### config.mk
export PLATFORM = sky130hd
export DESIGN_NAME = audio_frame_deframer
export DESIGN_NICKNAME = d
export VERILOG_FILES = /design/src/rtl/afd_pkg.sv /design/src/rtl/audio_frame_deframer.sv
export SDC_FILE = /design/constraint.sdc
export NUM_CORES = 1
export LEC_CHECK = 0
export BUFFER_PORTS_ARGS = -buffer_cell sky130_fd_sc_hd__buf_2
export CAP_MARGIN = 0
export CORE_UTILIZATION = 50
export CTS_CLUSTER_DIAMETER = 80
export DETAILED_ROUTE_END_ITERATION = 16
export GPL_TIMING_DRIVEN = 0
export PLACE_DENSITY_LB_ADDON = 0.08
export SKIP_LAST_GASP = 1
export SYNTH_ARGS = -nofsm -noshare
export SYNTH_HDL_FRONTEND = slang
export SYNTH_SLANG_ARGS = --single-unit
### constraint.sdc
create_clock -name i_clk -period 6.4 [get_ports i_clk]
set_input_delay 0.64 -clock i_clk [delete_from_list [all_inputs] [get_ports i_clk]]
set_output_delay 0.64 -clock i_clk [all_outputs]
set_load 0.1 [all_outputs]
### src/rtl/afd_pkg.sv
// Package for the audio frame deframer: payload structs, status and register codes,
// and the fixed frame constants.
// It has no dependencies.
package afd_pkg;

    // Fixed frame layout and limits.
    localparam int HEADER_BYTES      = 16;
    localparam int MAX_FRAME_SAMPLES = 256;
    localparam int POS_W             = 10;

    // Depth of the result queue (a power of two).
    localparam int FIFO_DEPTH = 4;
    localparam int FIFO_AW    = $clog2(FIFO_DEPTH);

    // End-of-frame status codes.
    typedef enum logic [1:0] {
        ST_OK      = 2'd0,
        ST_SHORT   = 2'd1,
        ST_BAD_HDR = 2'd2,
        ST_LEN     = 2'd3
    } t_status;

    // Configuration register indexes (byte address = 4 * index).
    typedef enum logic [1:0] {
        REG_VERSION  = 2'd0,
        REG_CHANNELS = 2'd1,
        REG_BITS     = 2'd2,
        REG_MAX_SMP  = 2'd3
    } t_reg_idx;

    // One input transfer.
    typedef struct packed {
        logic [7:0] data_byte;
        logic       last_byte;
    } t_in;

    // One result transfer.
    typedef struct packed {
        logic               kind;
        logic signed [15:0] sample;
        t_status            status;
        logic [15:0]        frame_version;
        logic [15:0]        rate_hz;
        logic [15:0]        channel_count;
        logic [15:0]        sample_bits;
        logic [15:0]        sample_total;
        logic [15:0]        sequence_number;
        logic [31:0]        stamp_ms;
        logic               end_of_frame;
    } t_out;

endpackage

### src/rtl/audio_frame_deframer.sv
// Audio frame deframer top level: header parsing, sample assembly, result queue
// and the APB-style configuration registers.
// It depends on afd_pkg.

// The block takes one byte per cycle and can accept a byte in every cycle. The
// 16-byte little-endian header is captured byte by byte and checked against the
// configuration registers at its last byte; after a valid header each pair of
// bytes up to the sample count yields a signed 16-bit sample result, and the last
// byte yields a status result with the header fields. All per-byte work is done in
// the cycle the byte is transferred and the results are written into a four-entry
// result queue. A last byte that also completes a sample produces two results, and
// the input stalls while fewer than two queue entries are free, so the input rate
// follows the output rate once the queue fills. Configuration registers sit at
// byte addresses 0, 4, 8 and 12 and should be written only while no frame is open.
module audio_frame_deframer
    import afd_pkg::*;
(
    input  logic        i_clk,
    input  logic        i_rst_n,
    // Input byte channel.
    input  logic        i_valid,
    output logic        o_stall,
    input  t_in         i_data,
    // Result channel.
    output logic        o_valid,
    input  logic        i_stall,
    output t_out        o_data,
    // Configuration port.
    input  logic        psel,
    input  logic        penable,
    input  logic        pwrite,
    input  logic [3:0]  paddr,
    input  logic [31:0] pwdata,
    output logic [31:0] prdata,
    output logic        pready
);

    // Configuration registers.
    logic [15:0] r_exp_version;
    logic [15:0] r_exp_channels;
    logic [15:0] r_exp_bits;
    logic [8:0]  r_max_samples;

    // Frame state.
    logic [POS_W-1:0] r_byte_pos,  n_byte_pos;
    logic [15:0]      r_hdr_version, n_hdr_version;
    logic [15:0]      r_hdr_rate,    n_hdr_rate;
    logic [15:0]      r_hdr_channels, n_hdr_channels;
    logic [15:0]      r_hdr_bits,    n_hdr_bits;
    logic [15:0]      r_hdr_count,   n_hdr_count;
    logic [15:0]      r_hdr_seq,     n_hdr_seq;
    logic [31:0]      r_hdr_ts,      n_hdr_ts;
    logic [7:0]       r_low_byte,    n_low_byte;
    logic             r_hdr_valid,   n_hdr_valid;

    // Result queue.
    t_out               r_fifo [FIFO_DEPTH];
    logic [FIFO_AW-1:0] r_wr_ptr, n_wr_ptr;
    logic [FIFO_AW-1:0] r_rd_ptr, n_rd_ptr;
    logic [FIFO_AW:0]   r_count,  n_count;

    logic             in_xfer;
    logic             out_xfer;
    logic             is_header;
    logic [POS_W-1:0] pay_off;
    logic [POS_W-1:0] total;
    logic             hdr_ok;
    logic             has_sample;
    logic             has_status;
    logic [1:0]       push_cnt;
    t_out             sample_res;
    t_out             status_res;
    t_out             res_a;
    logic             cfg_wr;

    // Replace one byte of a 16-bit header word.
    function automatic logic [15:0] put_byte16(input logic [15:0] word,
                                               input logic hi, input logic [7:0] b);
        logic [15:0] res;
        res = word;
        if (hi) begin
            res[15:8] = b;
        end else begin
            res[7:0] = b;
        end
        return res;
    endfunction

    // Handshakes: stall input while fewer than two queue entries are free.
    assign o_stall  = (r_count > (FIFO_AW + 1)'(FIFO_DEPTH - 2));
    assign in_xfer  = i_valid && !o_stall;
    assign o_valid  = (r_count != '0);
    assign out_xfer = o_valid && !i_stall;
    assign o_data   = r_fifo[r_rd_ptr];

    // Configuration port.
    assign pready = 1'b1;
    assign cfg_wr = psel && penable && pwrite && pready;

    always_ff @(posedge i_clk) begin
        if (!i_rst_n) begin
            r_exp_version  <= 16'd1;
            r_exp_channels <= 16'd1;
            r_exp_bits     <= 16'd16;
            r_max_samples  <= 9'd160;
        end else if (cfg_wr) begin
            unique case (t_reg_idx'(paddr[3:2]))
                REG_VERSION:  r_exp_version  <= pwdata[15:0];
                REG_CHANNELS: r_exp_channels <= pwdata[15:0];
                REG_BITS:     r_exp_bits     <= pwdata[15:0];
                REG_MAX_SMP:  r_max_samples  <= pwdata[8:0];
                default:      r_max_samples  <= r_max_samples;
            endcase
        end
    end

    always_comb begin
        unique case (t_reg_idx'(paddr[3:2]))
            REG_VERSION:  prdata = {16'd0, r_exp_version};
            REG_CHANNELS: prdata = {16'd0, r_exp_channels};
            REG_BITS:     prdata = {16'd0, r_exp_bits};
            REG_MAX_SMP:  prdata = {23'd0, r_max_samples};
            default:      prdata = '0;
        endcase
    end

    // Header check against the registers; all checked words are complete by byte 15.
    assign hdr_ok = (r_hdr_version == r_exp_version)
                 && (r_hdr_channels == r_exp_channels)
                 && (r_hdr_bits == r_exp_bits)
                 && (r_hdr_count != 16'd0)
                 && (r_hdr_count <= {7'd0, r_max_samples})
                 && (32'(r_hdr_count) <= 32'(MAX_FRAME_SAMPLES));

    assign is_header = (r_byte_pos < POS_W'(HEADER_BYTES));
    assign pay_off   = r_byte_pos - POS_W'(HEADER_BYTES);
    assign total     = (r_byte_pos == '1) ? r_byte_pos : r_byte_pos + POS_W'(1);

    // Per-byte frame update.
    always_comb begin
        n_hdr_version  = r_hdr_version;
        n_hdr_rate     = r_hdr_rate;
        n_hdr_channels = r_hdr_channels;
        n_hdr_bits     = r_hdr_bits;
        n_hdr_count    = r_hdr_count;
        n_hdr_seq      = r_hdr_seq;
        n_hdr_ts       = r_hdr_ts;
        n_low_byte     = r_low_byte;
        n_hdr_valid    = r_hdr_valid;
        has_sample     = 1'b0;
        if (is_header) begin
            unique case (r_byte_pos[3:1])
                3'd0: n_hdr_version  = put_byte16(r_hdr_version, r_byte_pos[0],
                                                  i_data.data_byte);
                3'd1: n_hdr_rate     = put_byte16(r_hdr_rate, r_byte_pos[0],
                                                  i_data.data_byte);
                3'd2: n_hdr_channels = put_byte16(r_hdr_channels, r_byte_pos[0],
                                                  i_data.data_byte);
                3'd3: n_hdr_bits     = put_byte16(r_hdr_bits, r_byte_pos[0],
                                                  i_data.data_byte);
                3'd4: n_hdr_count    = put_byte16(r_hdr_count, r_byte_pos[0],
                                                  i_data.data_byte);
                3'd5: n_hdr_seq      = put_byte16(r_hdr_seq, r_byte_pos[0],
                                                  i_data.data_byte);
                default: begin
                    unique case (r_byte_pos[1:0])
                        2'd0:    n_hdr_ts[7:0]   = i_data.data_byte;
                        2'd1:    n_hdr_ts[15:8]  = i_data.data_byte;
                        2'd2:    n_hdr_ts[23:16] = i_data.data_byte;
                        default: n_hdr_ts[31:24] = i_data.data_byte;
                    endcase
                end
            endcase
            if (r_byte_pos == POS_W'(HEADER_BYTES - 1)) begin
                n_hdr_valid = hdr_ok;
            end
        end else if (r_hdr_valid) begin
            if (!pay_off[0]) begin
                n_low_byte = i_data.data_byte;
            end else if ({7'd0, pay_off[POS_W-1:1]} < r_hdr_count) begin
                has_sample = 1'b1;
            end
        end
    end

    // Sample result.
    always_comb begin
        sample_res        = '0;
        sample_res.kind   = 1'b0;
        sample_res.sample = {i_data.data_byte, r_low_byte};
        sample_res.status = ST_OK;
    end

    // End-of-frame status result, built from the updated header.
    always_comb begin
        status_res              = '0;
        status_res.kind         = 1'b1;
        status_res.end_of_frame = 1'b1;
        if (total < POS_W'(HEADER_BYTES)) begin
            status_res.status = ST_SHORT;
        end else begin
            if (!n_hdr_valid) begin
                status_res.status = ST_BAD_HDR;
            end else if (18'(total) != 18'(HEADER_BYTES) + {1'b0, n_hdr_count, 1'b0}) begin
                status_res.status = ST_LEN;
            end else begin
                status_res.status = ST_OK;
            end
            status_res.frame_version   = n_hdr_version;
            status_res.rate_hz         = n_hdr_rate;
            status_res.channel_count   = n_hdr_channels;
            status_res.sample_bits     = n_hdr_bits;
            status_res.sample_total    = n_hdr_count;
            status_res.sequence_number = n_hdr_seq;
            status_res.stamp_ms        = n_hdr_ts;
        end
    end

    // Results to push: the sample comes first, then the status.
    assign has_status = i_data.last_byte;
    assign res_a      = has_sample ? sample_res : status_res;
    assign push_cnt   = in_xfer ? (2'(has_sample) + 2'(has_status)) : 2'd0;

    // Queue pointers and fill count.
    always_comb begin
        n_wr_ptr = r_wr_ptr + FIFO_AW'(push_cnt);
        n_rd_ptr = out_xfer ? r_rd_ptr + FIFO_AW'(1) : r_rd_ptr;
        n_count  = r_count + (FIFO_AW + 1)'(push_cnt) - (FIFO_AW + 1)'(out_xfer);
    end

    // Frame position: saturating count, cleared after the last byte.
    always_comb begin
        n_byte_pos = r_byte_pos;
        if (in_xfer) begin
            n_byte_pos = i_data.last_byte ? '0 : total;
        end
    end

    // Control state.
    always_ff @(posedge i_clk) begin
        if (!i_rst_n) begin
            r_byte_pos     <= '0;
            r_hdr_valid    <= 1'b0;
            r_hdr_version  <= '0;
            r_hdr_rate     <= '0;
            r_hdr_channels <= '0;
            r_hdr_bits     <= '0;
            r_hdr_count    <= '0;
            r_hdr_seq      <= '0;
            r_hdr_ts       <= '0;
            r_low_byte     <= '0;
            r_wr_ptr       <= '0;
            r_rd_ptr       <= '0;
            r_count        <= '0;
        end else begin
            r_byte_pos <= n_byte_pos;
            r_wr_ptr   <= n_wr_ptr;
            r_rd_ptr   <= n_rd_ptr;
            r_count    <= n_count;
            if (in_xfer) begin
                if (i_data.last_byte) begin
                    r_hdr_valid    <= 1'b0;
                    r_hdr_version  <= '0;
                    r_hdr_rate     <= '0;
                    r_hdr_channels <= '0;
                    r_hdr_bits     <= '0;
                    r_hdr_count    <= '0;
                    r_hdr_seq      <= '0;
                    r_hdr_ts       <= '0;
                    r_low_byte     <= '0;
                end else begin
                    r_hdr_valid    <= n_hdr_valid;
                    r_hdr_version  <= n_hdr_version;
                    r_hdr_rate     <= n_hdr_rate;
                    r_hdr_channels <= n_hdr_channels;
                    r_hdr_bits     <= n_hdr_bits;
                    r_hdr_count    <= n_hdr_count;
                    r_hdr_seq      <= n_hdr_seq;
                    r_hdr_ts       <= n_hdr_ts;
                    r_low_byte     <= n_low_byte;
                end
            end
        end
    end

    // Queue storage: up to two writes per cycle at consecutive entries.
    always_ff @(posedge i_clk) begin
        if (push_cnt != 2'd0) begin
            r_fifo[r_wr_ptr] <= res_a;
        end
        if (push_cnt == 2'd2) begin
            r_fifo[r_wr_ptr + FIFO_AW'(1)] <= status_res;
        end
    end

    // The queue never holds more entries than it has.
    a_fifo_bound: assert property (@(posedge i_clk) disable iff (!i_rst_n)
        r_count <= (FIFO_AW + 1)'(FIFO_DEPTH))
        else $error("result queue overflow");

    // A last byte always closes the frame.
    a_frame_close: assert property (@(posedge i_clk) disable iff (!i_rst_n)
        in_xfer && i_data.last_byte |=> (r_byte_pos == '0) && !r_hdr_valid)
        else $error("frame state not cleared after last byte");

    // A valid header only exists once the whole header has been received.
    a_hdr_pos: assert property (@(posedge i_clk) disable iff (!i_rst_n)
        r_hdr_valid |-> (r_byte_pos >= POS_W'(HEADER_BYTES)))
        else $error("header valid inside the header");

    // Only status results mark the end of a frame.
    a_eof_kind: assert property (@(posedge i_clk) disable iff (!i_rst_n)
        o_valid |-> (o_data.end_of_frame == o_data.kind))
        else $error("end-of-frame flag on a sample result");

    // A sample result is only produced while a valid header is held.
    a_sample_hdr: assert property (@(posedge i_clk) disable iff (!i_rst_n)
        in_xfer && has_sample |-> r_hdr_valid)
        else $error("sample produced without a valid header");

endmodule

-- Yosys cells after proc, flatten, opt, wreduce, memory -nomap -nowiden
Memories as Yosys holds them, arrays and structs flattened. A register that Yosys moved wholly into a read port is not among the register bits.
Cells that the tools add are included.
- bits of input ports: 52
- bits in latches: 0
- register bits after elaboration: 211
- bits in writable memories: 592
- memories: 1
- ROM bits: 0
- logic and storage cells: 140
- output and inout bits: 183
- magnitude comparators: 6
- divide/modulo/power cells: 0
- multiplexer cells: 63
- shift-type cells: 0
- eq/ne operators: 19
- add/sub/neg operators: 9
- bitwise operators: 0
- reduce and logical (&&, ||, !) cells: 25
- multiply operators: 0
- memories (memory ; words ; bits a word ; rd ports ; clocked after memory_dff ; write ports ; line ; source):
    r_fifo ; 4 ; 148 ; 1 ; 1 ; 2 ; audio_frame_deframer.sv:57 ; t_out r_fifo [FIFO_DEPTH];
- operators by type and width (kind ; number):
    $mux W16 ; 18
    $mux W8 ; 20
    $mux W148 ; 1
    $mux W128 ; 1
    $pmux W32 S4 ; 1
    $mux W32 ; 3
    $eq A16 B16 Y1 ; 3
    $lt A10 B5 Y1 const B ; 2
    $mux W10 ; 2
    $add A5 B17 Y18 const A ; 1
    $ne A10 B18 Y1 ; 1
    $le A16 B9 Y1 ; 1
    $le A16 B9 Y1 const B ; 1
    $lt A9 B16 Y1 ; 1
    $reduce_bool A16 Y1 ; 1
    $mux W2 ; 6
    $mux W1 ; 11
    $add A10 B1 Y10 const B ; 1
    $eq A10 B10 Y1 const B ; 1
    $eq A10 B4 Y1 const B ; 1
    $sub A10 B5 Y10 const B ; 1
    $logic_and A1 B1 Y1 ; 9
    $eq A2 B2 Y1 const B ; 4
    $reduce_and A2 Y1 ; 4
    19 further kinds ; 27

-- Longest topological paths before layout
- word-level depth: 11
- gate-level depth with buffers: 19
- mapped depth without buffers: 18

-- Worst setup path after synthesis
OpenSTA, ideal clock, no wires.
- path type: reg2reg
- start point: register r_byte_pos[6]
- end point: memory r_fifo[1][100] in the netlist's numbering (data pin)
- cell stages (with the launch flop): 20
- required time: 6.260 ns
- period minus slack after synthesis: 6.861 ns
- library setup time: 0.140 ns
- arrival: 6.722 ns
- path buffers: 4
- slack: -0.461 ns
- path through: dfxtp_1 -> buf_1 -> nor3_1 -> nor3b_1 -> xor2_1 -> ha_1 -> or3_1 -> or2_2 -> a21oi_1 -> nor2_1 -> inv_1 -> ha_1 -> mux2i_1 -> or3_1 -> clkbuf_1 -> inv_1 -> nand2_1 -> clkbuf_1 -> clkbuf_1 -> nor2_1
- RTL lines (item ; line ; source):
    start, declared ; audio_frame_deframer.sv:45 ; logic [POS_W-1:0] r_byte_pos, n_byte_pos;
    start signal, assigned ; audio_frame_deframer.sv:256 ; r_byte_pos <= n_byte_pos;
    end, declared ; audio_frame_deframer.sv:57 ;

==> impl_metrics.tcl <==
set metrics [dict create \
    run_status "finished, final reports clean" \
    ys.flop_type "edfxtp_1" \
    coreArea_mm2 0.07039 \
    synth_edf_count 520 \
    placed_area_mm2 0.03827 \
    yosysMostFrequentCell "nor2_1" \
    clk_path_buf_depth 3 \
    wl_met2_um 54010 \
    post_drt_wl_per_cell_um 26.19 \
    portBuffers 195 \
    power.leakage_uw 0.01315 \
    dr_wl_met3_um 9225 \
    grt_setup_unrepaired "false" \
    met1Wirelength_um 47160 \
    synth_warnings 0 \
    cts_root_buf "clkbuf_16" \
    avgSynthCellArea_um2 11.93 \
    grt_use_total_pct 31.13 \
    crit_fanout 11 \
    fillers 5936 \
    layout-drive-gt1-share_pct 19.11 \
    drc_errors 0 \
    required_ps 6780 \
    worst_setup_path_end_kind "register" \
    final_nets 3407 \
    cts_made_buffers 85 \
    fp.dieW_um 269.6 \
    gp_congestion 0.9841 \
    syn_area_mm2 0.03581 \
    drt-vias-per-instance 5.913 \
    clock-sinks 801 \
    worstSkewPairLatency_ps 660 \
    drt_iter0_drc 2813 \
    hold_class "in2reg" \
    grt_pass1_vias 25390 \
    synth_common_cells "700 x nor2_1, 520 x edfxtp_1, 281 x dfxtp_1" \
    areaGrowthSynthToFinish_pct 15.30 \
    grt_pass1_wl_um 166600 \
    path_class "reg2reg" \
    period_share_pct 93.72 \
    dpl.cell_count 4163 \
    slew_viol_final 0 \
    start_util_pct 50.87 \
    yosys.area.top_type "edfxtp_1" \
    regArea_mm2 0.02124 \
    async_reset_ff_share_pct 0 \
    yosysUniqueCellTypes 56 \
    power_density_mw_per_mm2 370.9 \
    finalWorstPathRequiredPeriod_ps 5998 \
    synth_area_leaders "edfxtp_1 44%, dfxtp_1 16%, mux4_2 9.8%" \
    tightest_slew_ps 1435 \
    relSlewSlack_pct 4.120 \
    multi_input_area_mm2 0.01349 \
    tritoncts "done" \
    clkSlewWorstSetupHoldPaths_ps 60 \
    num_rows 97 \
    ys_ff_latch 801 \
    setup_viol 0 \
    vdd_drop_max_mv 0.3031 \
    hold_viol_final 0 \
    top_layer_used "met5" \
    antenna_found_initial 13 \
    drtPass1Iterations 8 \
    finClkSkew_ps 22.91 \
    drv_cap 0 \
    synth_top_area_share_pct 43.61 \
    cts_max_level 3 \
    ant_nets 0 \
    grt.overflow.total 0 \
    fin_setup_tns_ps 0 \
    critPathArrivalTime_ps 6370 \
    dp_hpwl_um 79110 \
    ios 235 \
    netlist_instances 3002 \
    grt_start_max_net_pins 70 \
    dieArea_mm2 0.07269 \
    instances_no_fill 4340 \
    final_area_mm2 0.04129 \
    die_y_um 269.6 \
    ys_seq_area_share_pct 59.32 \
    num_vias 25660 \
    fmax_mhz 166.7 \
    drt-total-wl_um 113700 \
    cp-start-kind "register" \
]
metrics by stage:
step           util (%)  total power [µW]  setup slack [ps]  hold slack (ps)
3_5_place_dp      54.37             10300            -404.9            450.0
6_report          58.66             15310             402.2            238.7
3_3_place_gp      54.02             10300             -3941            433.2
4_1_cts           58.48             15390             31.97            226.0
2_1_floorplan         -              9429             127.5            417.3
5_1_grt           58.65             15710             84.91            246.4
final timing paths:
kind	slack, ps	cells after the start	endpoint	from
worst min-delay path	240	3	r_exp_bits[13]	pwdata[13]
worst max-delay path	400	20	r_fifo[1][120]	r_byte_pos[6]
worst max register to register	400	20	r_fifo[1][120]	r_byte_pos[6]
worst min register to register	460	2	r_fifo[3][0]	r_fifo[3][0]
registers in the layout, indices dropped and copies added, names as in the netlist, named ones only:
register / count
r_exp_channels: 16
r_hdr_seq: 16
r_hdr_version: 16
r_hdr_bits: 16
r_exp_bits: 16
r_byte_pos: 10
r_rd_ptr: 2
r_max_samples: 9
r_wr_ptr: 2
r_hdr_count: 16
r_hdr_ts: 32
r_hdr_rate: 16
r_low_byte: 8
r_fifo: 588
r_count: 3
r_hdr_channels: 16
r_exp_version: 16
r_hdr_valid: 1
report_power, final:
part	internal, µW	leakage, µW	switching (µW)
sequential	5630	0.00679	58.9
combinational	903	0.00493	3570
clock	3010	0.00143	2130
total	9550	0.0132	5760
layout make-up:
cell class / count / share of cell area, %
Buffer: 241 / 2.403
Multi-Input combinational cell: 1933 / 32.68
Sequential cell: 801 / 51.44
Antenna cell: 4 / 0.02424
Clock buffer: 105 / 5.561
Clock inverter: 54 / 1.442
Tap cell: 940 / 2.848
Timing Repair Buffer: 220 / 3.167
Inverter: 42 / 0.4364
cells in the final DEF (no fill, tap or decap), types with 7 or more instances in the layout:
cell,instances
xor2_1,26
nor2b_1,11
nand2_1,185
mux2i_1,119
nor3_1,28
xnor2_1,52
conb_1,17
edfxtp_1,520
or3_1,7
a21o_1,43
ha_1,30
o21ai_0,31
buf_2,198
clkbuf_16,87
buf_12,8
a22oi_1,135
nor2_1,700
buf_1,31
a22o_1,64
mux4_2,156
nand3_1,48
inv_1,36
o21ai_1,14
bufinv_16,11
or2_2,96
nand4_1,20
clkinv_2,20
o31ai_1,7
dfxtp_1,281
a21oi_1,63
clkinv_1,14
and2_1,8
buf_4,33
clkbuf_1,195
nor4_1,17
routing by layer:
metal / vias up / global-route usage [%]
met3: 178 / 6.252
li1: 11460 / -
met1: 12880 / 42.78
met5: - / 0
met4: 14 / 9.839
met2: 1132 / 49.82
worst max-delay path, stage by stage (launching register included):
cell        delay (ps)
dfxtp_1            330
buf_1              230
nor3_1             290
nor3b_1            270
xor2_1             110
ha_1               200
or3_1              330
or2_2              280
a21oi_1            400
nor2_1             170
inv_1              120
ha_1               300
mux2i_1            200
or3_1              130
clkbuf_1           390
clkinvlp_4         160
buf_4              210
nand2_1            330
clkbuf_2           590
clkbuf_1           540
nor2_1             110
logic make-up (layout without fill, tap and decap cells):
group | after synthesis | count (layout) | synth area share (%)
DFF | 801 | 801 | 59.32
adders and majority gates | 31 | 31 | 1.104
buffers and inverters | 283 | 662 | 3.197
other | 2 | 21 | 0.02097
muxes | 279 | 279 | 13.26
xor gates and xnor gates | 78 | 78 | 1.908
and+or+nand+nor | 1144 | 1144 | 13.65
AOI/OAI and AO/OA | 384 | 384 | 7.540
repair_timing:
action	CTS	global route
hold buffers	0	0
resized for setup	2	6
setup endpoints to repair	181	360
setup buffers	0	14
(Power assumes the default switching activity.)
